**src/sv/pimsr_pkg.sv**
```systemverilog
// Package for the PI motor speed regulator: payload types and control-law constants.
// No dependencies; imported by pi_motor_speed_regulator_top.
package pimsr_pkg;

    // Proportional gain is 48 = 32 + 16, applied as two shifts.
    localparam int unsigned KP_SHIFT_HI = 5;
    localparam int unsigned KP_SHIFT_LO = 4;

    // Proportional error limit (65535 / 48) and integral ceiling (65535 / 2).
    localparam logic [10:0] E_LIMIT   = 11'd1365;
    localparam logic [14:0] SUM_LIMIT = 15'd32767;

    localparam logic [15:0] TARGET_RESET = 16'd1000;
    localparam logic [15:0] SPEED_MAX    = 16'hFFFF;

    typedef logic [15:0] capture_t;
    typedef logic [15:0] speed_t;

    // Result payload, pwm_duty in the low half.
    typedef struct packed {
        logic [15:0] measured_speed;
        logic [15:0] pwm_duty;
    } result_t;

endpackage

```
**src/sv/pi_motor_speed_regulator_top.sv**
```systemverilog
// PI motor speed regulator: capture interval, bit-serial speed divider, PI law.
// Depends on pimsr_pkg.
//
//  channel | direction | handshake             | payload (low bit up)
//  --------+-----------+-----------------------+------------------------------------
//  s_      | in        | s_tvalid / s_tready   | s_tdata: capture_count[15:0]
//  m_      | out       | m_tvalid / m_tready   | m_tdata: pwm_duty[15:0],
//          |           |                       |          measured_speed[31:16]
//  cfg_    | in        | cfg_valid / cfg_ready | cfg_data: target_speed[15:0]
//
// Steps: after a capture is accepted, NUM_W restoring-divider steps produce
// one quotient bit of CLOCK_HZ / interval per cycle, then the saturate, law
// and duty steps follow and m_tvalid rises. A zero interval skips the
// divider. s_tready is high only when idle, so a new capture is taken only
// after the duty step of the previous one has finished.
// The result sits in an output register, so the next capture is accepted
// while m_ still stalls; the duty step waits only if that register is full.
// Reset (aresetn low, synchronous) clears previous capture, integral and
// valids, and sets target_speed to 1000. cfg_ready is always high.
module pi_motor_speed_regulator_top #(
    parameter int unsigned CLOCK_HZ      = 8000000,
    parameter int unsigned TIMER_MODULUS = 65535
) (
    input  logic                aclk,
    input  logic                aresetn,
    // capture transactions
    input  logic                s_tvalid,
    output logic                s_tready,
    input  pimsr_pkg::capture_t s_tdata,   // [15:0] capture_count
    // result transactions
    output logic                m_tvalid,
    input  logic                m_tready,
    output pimsr_pkg::result_t  m_tdata,   // [15:0] pwm_duty, [31:16] measured_speed
    // target speed register
    input  logic                cfg_valid,
    output logic                cfg_ready,
    input  logic [15:0]         cfg_data   // [15:0] target_speed
);
    import pimsr_pkg::*;

    // Numerator width and quotient register width (at least 17 so the
    // saturation test always has an upper part to look at).
    localparam int unsigned NUM_W = $clog2(CLOCK_HZ + 1);
    localparam int unsigned QUO_W = (NUM_W > 17) ? NUM_W : 17;
    localparam int unsigned CNT_W = $clog2(NUM_W + 1);
    localparam logic [NUM_W-1:0] NUM_VAL  = NUM_W'(CLOCK_HZ);
    localparam logic [15:0]      TMOD     = 16'(TIMER_MODULUS);
    localparam logic [CNT_W-1:0] CNT_LAST = CNT_W'(NUM_W - 1);

    typedef enum logic [2:0] {
        ST_IDLE,
        ST_DIV,
        ST_SAT,
        ST_LAW,
        ST_DUTY
    } state_t;

    state_t            state_reg;
    logic [15:0]       target_reg;
    capture_t          prev_reg;
    logic [14:0]       integ_reg;
    logic [15:0]       interval_reg;
    logic [NUM_W-1:0]  num_sr_reg;    // numerator bits, MSB shifted out first
    logic [15:0]       rem_reg;
    logic [QUO_W-1:0]  quo_reg;
    logic [CNT_W-1:0]  cnt_reg;
    speed_t            speed_reg;
    logic [10:0]       e_reg;         // clamped proportional error
    logic              m_tvalid_reg;
    result_t           m_tdata_reg;

    // Interval with timer wrap, 16-bit arithmetic.
    logic [15:0] interval_next;
    always_comb begin
        if (s_tdata > prev_reg) begin
            interval_next = s_tdata - prev_reg;
        end else begin
            interval_next = TMOD - prev_reg + s_tdata;
        end
    end

    // One restoring-division step.
    logic [16:0] trial;
    logic        q_bit;
    logic [16:0] trial_diff;
    always_comb begin
        trial      = {rem_reg, num_sr_reg[NUM_W-1]};
        trial_diff = trial - {1'b0, interval_reg};
        q_bit      = (trial >= {1'b0, interval_reg});
    end

    // PI law on the registered speed.
    logic [15:0] diff_up;     // target - speed
    logic [15:0] diff_dn;     // speed - target
    logic [16:0] integ_sum;
    logic [14:0] integ_next;
    logic [10:0] e_next;
    always_comb begin
        diff_up   = target_reg - speed_reg;
        diff_dn   = speed_reg - target_reg;
        integ_sum = {2'b00, integ_reg} + {1'b0, diff_up};
        if (target_reg > speed_reg) begin
            integ_next = (integ_sum > {2'b00, SUM_LIMIT}) ? SUM_LIMIT : integ_sum[14:0];
            e_next     = (diff_up > {5'd0, E_LIMIT}) ? E_LIMIT : diff_up[10:0];
        end else begin
            integ_next = ({1'b0, integ_reg} > diff_dn)
                       ? 15'({1'b0, integ_reg} - diff_dn) : 15'd0;
            e_next     = 11'd0;
        end
    end

    // duty = 32e + 16e + 2*integral, clamped to 16 bits
    logic [16:0] duty_sum;
    logic [15:0] duty_next;
    always_comb begin
        duty_sum  = (17'(e_reg) << KP_SHIFT_HI) + (17'(e_reg) << KP_SHIFT_LO)
                  + (17'(integ_reg) << 1);
        duty_next = duty_sum[16] ? SPEED_MAX : duty_sum[15:0];
    end

    logic out_free;
    assign out_free = !m_tvalid_reg || m_tready;

    always_ff @(posedge aclk) begin
        if (!aresetn) begin
            state_reg    <= ST_IDLE;
            target_reg   <= TARGET_RESET;
            prev_reg     <= '0;
            integ_reg    <= '0;
            m_tvalid_reg <= 1'b0;
        end else begin
            if (cfg_valid) begin
                target_reg <= cfg_data;
            end
            // the duty step reloads the register itself when it drains
            if (m_tvalid_reg && m_tready && state_reg != ST_DUTY) begin
                m_tvalid_reg <= 1'b0;
            end
            case (state_reg)
                ST_IDLE: begin
                    if (s_tvalid) begin
                        prev_reg     <= s_tdata;
                        interval_reg <= interval_next;
                        num_sr_reg   <= NUM_VAL;
                        rem_reg      <= '0;
                        cnt_reg      <= '0;
                        if (interval_next == 16'd0) begin
                            // zero interval saturates the speed
                            quo_reg   <= {QUO_W{1'b1}};
                            state_reg <= ST_SAT;
                        end else begin
                            quo_reg   <= '0;
                            state_reg <= ST_DIV;
                        end
                    end
                end
                ST_DIV: begin
                    rem_reg    <= q_bit ? trial_diff[15:0] : trial[15:0];
                    quo_reg    <= {quo_reg[QUO_W-2:0], q_bit};
                    num_sr_reg <= num_sr_reg << 1;
                    cnt_reg    <= cnt_reg + 1'b1;
                    if (cnt_reg == CNT_LAST) begin
                        state_reg <= ST_SAT;
                    end
                end
                ST_SAT: begin
                    speed_reg <= (|quo_reg[QUO_W-1:16]) ? SPEED_MAX : quo_reg[15:0];
                    state_reg <= ST_LAW;
                end
                ST_LAW: begin
                    integ_reg <= integ_next;
                    e_reg     <= e_next;
                    state_reg <= ST_DUTY;
                end
                ST_DUTY: begin
                    if (out_free) begin
                        m_tvalid_reg               <= 1'b1;
                        m_tdata_reg.pwm_duty       <= duty_next;
                        m_tdata_reg.measured_speed <= speed_reg;
                        state_reg                  <= ST_IDLE;
                    end
                end
                default: begin
                    state_reg <= ST_IDLE;
                end
            endcase
        end
    end

    assign s_tready  = (state_reg == ST_IDLE);
    assign cfg_ready = 1'b1;
    assign m_tvalid  = m_tvalid_reg;
    assign m_tdata   = m_tdata_reg;

`ifndef SYNTHESIS
    // an accepted capture goes straight into the divider or the saturate step
    assert property (@(posedge aclk) disable iff (!aresetn)
        s_tvalid && s_tready |=> state_reg == ST_DIV || state_reg == ST_SAT)
        else $error("capture accept did not start a computation");

    // divider remainder stays below the divisor
    assert property (@(posedge aclk) disable iff (!aresetn)
        state_reg == ST_DIV |-> rem_reg < interval_reg)
        else $error("divider remainder out of range");

    // a new result only appears out of the duty step
    assert property (@(posedge aclk) disable iff (!aresetn)
        $rose(m_tvalid_reg) |-> $past(state_reg) == ST_DUTY)
        else $error("result valid without a finished computation");

    // a stalled output register holds the duty step
    assert property (@(posedge aclk) disable iff (!aresetn)
        state_reg == ST_DUTY && m_tvalid_reg && !m_tready |=> state_reg == ST_DUTY)
        else $error("result overwritten while stalled");
`endif

endmodule

```
**config.mk**
```make
export PLATFORM = sky130hd
export DESIGN_NAME = pi_motor_speed_regulator_top
export DESIGN_NICKNAME = d
export VERILOG_FILES = /design/src/sv/pimsr_pkg.sv /design/src/sv/pi_motor_speed_regulator_top.sv
export SDC_FILE = /design/constraint.sdc
export NUM_CORES = 1
export LEC_CHECK = 0
export BUFFER_PORTS_ARGS = -buffer_cell sky130_fd_sc_hd__buf_4
export CORE_MARGIN = 8
export CORE_UTILIZATION = 60
export DETAILED_ROUTE_END_ITERATION = 7
export PLACE_DENSITY = 0.91
export RECOVER_POWER = 50
export SETUP_SLACK_MARGIN = 0.2
export SYNTH_ARGS = -nofsm -noshare
export SYNTH_HDL_FRONTEND = slang
export SYNTH_SLANG_ARGS = --single-unit
```
**constraint.sdc**
```tcl
create_clock -name aclk -period 5.5 [get_ports aclk]
set_input_delay 0.275 -clock aclk [delete_from_list [all_inputs] [get_ports aclk]]
set_output_delay 0.275 -clock aclk [all_outputs]
set_load 0.01 [all_outputs]
```
* Yosys cells after proc, flatten, opt, wreduce, memory -nomap -nowiden
Cells that the tools add are included.
** Cells by class
- Add/subtract/negate cells :: 11
- Multipliers :: 0
- Divide/modulo/power cells :: 0
- Magnitude comparators :: 6
- Eq/ne operators :: 9
- Shifts and indexed selects :: 0
- Multiplexer cells :: 23
- Bitwise gates (word level) :: 1
- Reductions and logical operators :: 16
** Operator list (count)
- 23-bit one-hot mux with 2 select lines :: 2
- 23-bit 2-to-1 mux :: 3
- 16-bit subtractor :: 4
- 16-bit 2-to-1 mux :: 3
- 15-bit 2-to-1 mux :: 3
- 16-bit greater-than comparator :: 2
- 16-bit one-hot mux with 2 select lines :: 1
- 15-bit by 16-bit adder with 17-bit output :: 1
- 16-bit by 15-bit adder with 17-bit output :: 1
- 17-bit by 16-bit adder with 17-bit output :: 1
- 17-bit by 16-bit >= comparator with 1-bit output :: 1
- 17-bit by 15-bit greater-than comparator with 1-bit output (second input constant) :: 1
- 16-bit adder :: 1
- 15-bit by 16-bit greater-than comparator with 1-bit output :: 1
- 16-bit by 11-bit greater-than comparator with 1-bit output (second input constant) :: 1
- 16-bit zero test :: 1
- 16-bit subtractor (first input constant) :: 1
- 3-bit one-hot mux with 5 select lines :: 1
- 15-bit subtractor :: 1
- 3-bit AND reduction :: 4
- 11-bit 2-to-1 mux :: 1
- 5-bit one-hot mux with 2 select lines :: 1
- 3-bit 2-to-1 mux :: 3
- 7-bit OR reduction :: 1
- 18 further kinds :: 26
** Word-level totals
- Register bits after elaboration :: 193
- Latch bits :: 0
- Memory bits (writable) :: 0
- Bits in read-only memories :: 0
- Input bits :: 37
- Output and inout port bits :: 35
- Memories kept :: 0

* Logic depth before layout (Yosys ltp)
- Depth in word-level cells :: 7
- Mapped depth :: 23
- Depth with buffers taken out :: 22

* Worst setup path before layout
No wires, ideal clock.
- Path type :: register -> register
- Start :: register state_reg[0]
- End :: register cnt_reg[0] (enable)
- Data arrival time :: 4.151 ns
- Data required time :: 5.007 ns
- Slack :: 0.856 ns
- Stages on the path, launching flop included :: 6
- Path buffers :: 2
- Clock period less this slack :: 4.644 ns
- Cells stage by stage :: dfxtp_1 -> nor3b_1 -> clkbuf_1 -> inv_1 -> clkbuf_1 -> a21oi_1
** On the way
- Longest elaborated chain between the ends :: 3
** RTL lines
- start, declared :: line pi_motor_speed_regulator_top.sv:58 : state_t state_reg;
- start signal, assigned :: line pi_motor_speed_regulator_top.sv:126 : state_reg <= ST_IDLE;
- start signal, assigned :: line pi_motor_speed_regulator_top.sv:150 : state_reg <= ST_SAT;
- start signal, assigned :: line pi_motor_speed_regulator_top.sv:153 : state_reg <= ST_DIV;
- 3-bit by 1-bit == test with 1-bit output / 3-bit zero test (equally long branches) :: line pi_motor_speed_regulator_top.sv:139 : case (state_reg)
- 2-bit nonzero test (no source line) / 2-bit != test (equally long branches)
- 3-bit AND reduction (no source line) (*)
- end signal, assigned :: line pi_motor_speed_regulator_top.sv:161 : cnt_reg <= cnt_reg + 1'b1;
- end, declared :: line pi_motor_speed_regulator_top.sv:66 : logic [CNT_W-1:0] cnt_reg;
Every way passes the cells marked *; elsewhere a longest branch is shown, timed or not.
A chain may end at the register's enable or synchronous reset.

* Worst setup path in the final report
- Start :: register target_reg[1]
- End :: register integ_reg[4]
** On the way
- Longest elaborated chain between the ends :: 5
** RTL lines
- start, declared :: line pi_motor_speed_regulator_top.sv:59 : logic [15:0] target_reg;
- start signal, assigned :: line pi_motor_speed_regulator_top.sv:133 : target_reg <= cfg_data;
- 16-bit subtractor :: line pi_motor_speed_regulator_top.sv:99 : diff_up = target_reg - speed_reg;
- via diff_up[5] :: line pi_motor_speed_regulator_top.sv:93 : logic [15:0] diff_up;
- 15-bit by 16-bit adder with 17-bit output :: line pi_motor_speed_regulator_top.sv:101 : integ_sum = {2'b00, integ_reg} + {1'b0, diff_up};
- 17-bit by 15-bit greater-than comparator with 1-bit output :: line pi_motor_speed_regulator_top.sv:103 : integ_next = (integ_sum > {2'b00, SUM_LIMIT}) ? SUM_LIMIT : integ_sum[14:0];
- 15-bit 2-to-1 mux :: line pi_motor_speed_regulator_top.sv:103
- 15-bit 2-to-1 mux :: line pi_motor_speed_regulator_top.sv:102 : if (target_reg > speed_reg) begin
- end signal, assigned :: line pi_motor_speed_regulator_top.sv:171 : integ_reg <= integ_next;
- end, declared :: line pi_motor_speed_regulator_top.sv:61 : logic [14:0] integ_reg;
The timed path passes the listed nets, and every way through them passes these cells.

==> summary.json <==
{
  "port-buffer-count": 70,
  "cts_clk_pin_slew_worst_paths_ns": 0.08,
  "fin_crit_ns": 4.91,
  "synth_warnings": 0,
  "drc_errors": 0,
  "vias": 10006,
  "largest_register_ff_count": 32,
  "fraction_of_synthesized_cell_area_taken_by_the_top_area_cell_type": 0.314,
  "die_y_um": 162,
  "place_hpwl_um": 22700,
  "timing_worst_setup_path_type": "reg2reg",
  "synth_enable_flop_cells": 133,
  "required_ns": 5.75,
  "final_cells": 1670,
  "n_antenna_cell": 0,
  "hold_path.class": "in2reg",
  "max-vdd-ir-drop_mv": 0.220,
  "hold_viol_final": 0,
  "syn_nets": 1499,
  "synthArstFlopShare": 0,
  "antenna_found_initial": 0,
  "detail_route.first_pass.iterations": 5,
  "initial_core_util": 0.609,
  "syn-cell-area_um2": 12700,
  "crit_fanout": 9,
  "ys_seq_area_frac": 0.394,
  "cts_root_buf": "sky130_fd_sc_hd__clkbuf_16",
  "drv_slew": 107,
  "final.hold.worst_slack_ns": 0.0606,
  "die-area_um2": 26100,
  "first_global_vias": 9868,
  "fin_setup_tns_ns": 0,
  "final_antenna_net_count": 0,
  "timing.fmax_mhz": 204,
  "fp-row-count": 53,
  "dp_cells": 1638,
  "ys_seq_elements": 184,
  "die_width_um": 162,
  "cp_data_arrival_time_ns": 5.16,
  "cts_made_buffers": 17,
  "ios": 72,
  "placeableCoreArea_um2": 20900,
  "drt-total-wl_um": 30000,
  "synth_top_family_by_area": "compound AO/OA/AOI/OAI gates",
  "grt_use_total": 0.229,
  "netlist_top_cells_area": "sky130_fd_sc_hd__edfxtp_1, sky130_fd_sc_hd__ha_1, sky130_fd_sc_hd__dfxtp_1, sky130_fd_sc_hd__xnor2_1, sky130_fd_sc_hd__inv_1",
  "synthesis.area_per_instance_um2": 9.55,
  "clk_path_buf_depth": 2,
  "timing.final.setup_violations": 0,
  "yosys.area_share.simple": 0.156,
  "cts_tree": "done",
  "p_per_area_nw_per_um2": 276,
  "post_route_cells_drive_above_1_share": 0.0846,
  "final_net_count": 1549,
  "h-tree-depth": 4,
  "critical_path.startpoint_type": "register",
  "worst_slew_pin_slew_ns": 2.00,
  "min_period_over_period": 0.892,
  "synth_mux_area_frac": 0.0190,
  "grt_max_degree": 39,
  "synth_top_area_cell": "sky130_fd_sc_hd__edfxtp_1",
  "grt-ovfl-total": 0,
  "synth_compound_area_frac": 0.188,
  "area_growth_pct": 9.19,
  "synthDistinctLibCells": 83,
  "drt_iter0_markers": 909,
  "cts.sinks": 184,
  "post_synth_fa_ha_maj_area_fraction": 0.139,
  "global_route_wire_length_before_repair_um": 48900,
  "layout_common_cells": "sky130_fd_sc_hd__edfxtp_1, sky130_fd_sc_hd__inv_1, sky130_fd_sc_hd__ha_1",
  "synth_cells": 1332,
  "ys.flop_type": "sky130_fd_sc_hd__edfxtp_1",
  "detail_route.wl_per_cell_um": 18.0,
  "failed_checks": "max-capacitance violations, max-slew violations",
  "max_cap_violations": 3,
  "run_status": "finished with violations",
  "yosys.area_share.xor_xnor": 0.0510,
  "setup_clock_skew_after_layout_ns": 0.0145,
  "timing.slew.headroom": -0.333,
  "rsz_0062_raised_after_global_routing": "yes",
  "worst_skew_pair.late_latency_ns": 0.45,
  "mostFrequentLayoutCell": "sky130_fd_sc_hd__edfxtp_1",
  "globalplace.congestion": 0.939,
  "cellLeakagePower_uw": 0.00590,
  "post_drt_via_cell_ratio": 5.99,
  "critical_path.endpoint_type": "register"
}
## path summary, 6_finish.rpt
check / startpoint / end / slack (ns) / depth (start not counted)
max: target_reg[1] / integ_reg[4] / 0.59 / 19
min: cfg_data[11] / target_reg[11] / 0.06 / 3
max reg2reg: target_reg[1] / integ_reg[4] / 0.59 / 19
min reg2reg: prev_reg[5] / prev_reg[5] / 0.45 / 2
## worst max-delay path, stage by stage, from the launching register on
cell and delay (ns):
sky130_fd_sc_hd__dfxtp_1 0.42, sky130_fd_sc_hd__inv_1 0.12, sky130_fd_sc_hd__ha_1 0.33, sky130_fd_sc_hd__nor2b_1 0.15, sky130_fd_sc_hd__o21a_1 0.19, sky130_fd_sc_hd__o21a_1 0.19, sky130_fd_sc_hd__o21ai_0 0.22, sky130_fd_sc_hd__nor3b_1 0.28
sky130_fd_sc_hd__nor2_1 0.11, sky130_fd_sc_hd__ha_1 0.34, sky130_fd_sc_hd__and3_1 0.20, sky130_fd_sc_hd__a221oi_1 0.53, sky130_fd_sc_hd__a211oi_1 0.20, sky130_fd_sc_hd__o31a_1 0.33, sky130_fd_sc_hd__o21a_1 0.20, sky130_fd_sc_hd__o32ai_1 0.32
sky130_fd_sc_hd__nand2b_1 0.14, sky130_fd_sc_hd__buf_4 0.19, sky130_fd_sc_hd__o211ai_1 0.17, sky130_fd_sc_hd__o21ai_0 0.11
## stage by stage
step / total power, uW / setup WS, ns / cell area, um2 / util
after floorplan: 2370 / 0.856 / 12700 / -
after global placement: 2560 / 0.872 / 13500 / 0.644
after detailed placement: 2590 / 0.658 / 13500 / 0.644
after CTS: 3830 / 0.618 / 14000 / 0.672
after global routing: 3990 / 0.183 / 13900 / 0.665
final: 3830 / 0.593 / 13900 / 0.665
## cells by family (layout without fill, tap and decap cells)
kind of cell | count (synthesis) | after routing
muxes | 24 | 24
and+or+nand+nor | 392 | 392
DFF | 184 | 184
xor gates and xnor gates | 74 | 74
adders and majority gates | 130 | 130
AOI/OAI and AO/OA | 358 | 358
buffers and inverters | 169 | 232
other | 1 | 1
## repair_timing
action,4_1_cts,5_1_grt
setup endpoints to repair,0,5
hold buffers,0,0
resized for setup,0,1
setup buffers,0,0
## power by group
| part | internal (uW) | total [uW] | switching (uW) | leakage (uW) |
|---|---|---|---|---|
| Sequential | 1590 | 1640 | 49.0 | 0.00160 |
| Combinational | 371 | 937 | 566 | 0.00402 |
| Clock | 649 | 1250 | 605 | 0.000289 |
| Total | 2610 | 3830 | 1220 | 0.00590 |
## layer usage
metal | share of wire | global-route usage
met1 | 0.44 | 0.298
met2 | 0.48 | 0.385
met3 | 0.059 | 0.0397
met4 | 0.018 | 0.0673
met5 | 0 | 0
## cell usage after synthesis, types with 21 or more instances
cell type                    n
sky130_fd_sc_hd__edfxtp_1  133
sky130_fd_sc_hd__inv_1     121
sky130_fd_sc_hd__ha_1      112
sky130_fd_sc_hd__nand2_1   108
sky130_fd_sc_hd__nor2_1     85
sky130_fd_sc_hd__a21oi_1    84
sky130_fd_sc_hd__o21ai_0    69
sky130_fd_sc_hd__xnor2_1    55
sky130_fd_sc_hd__a21o_1     54
sky130_fd_sc_hd__dfxtp_1    51
sky130_fd_sc_hd__nor3_1     37
sky130_fd_sc_hd__clkbuf_1   34
sky130_fd_sc_hd__nand2b_1   28
sky130_fd_sc_hd__mux2i_1    23
sky130_fd_sc_hd__or2_2      22
sky130_fd_sc_hd__nand3_1    21
## layout make-up
type                            instances  area (um2)
Clock buffer                           19         433
Fill cell                            1638        7010
Tap cell                              275         344
Inverter                              122         458
Clock inverter                         13         154
Sequential cell                       184        5010
Timing Repair Buffer                   78         439
Multi-Input combinational cell        979        7040
Power figures use the tool's default switching activity.
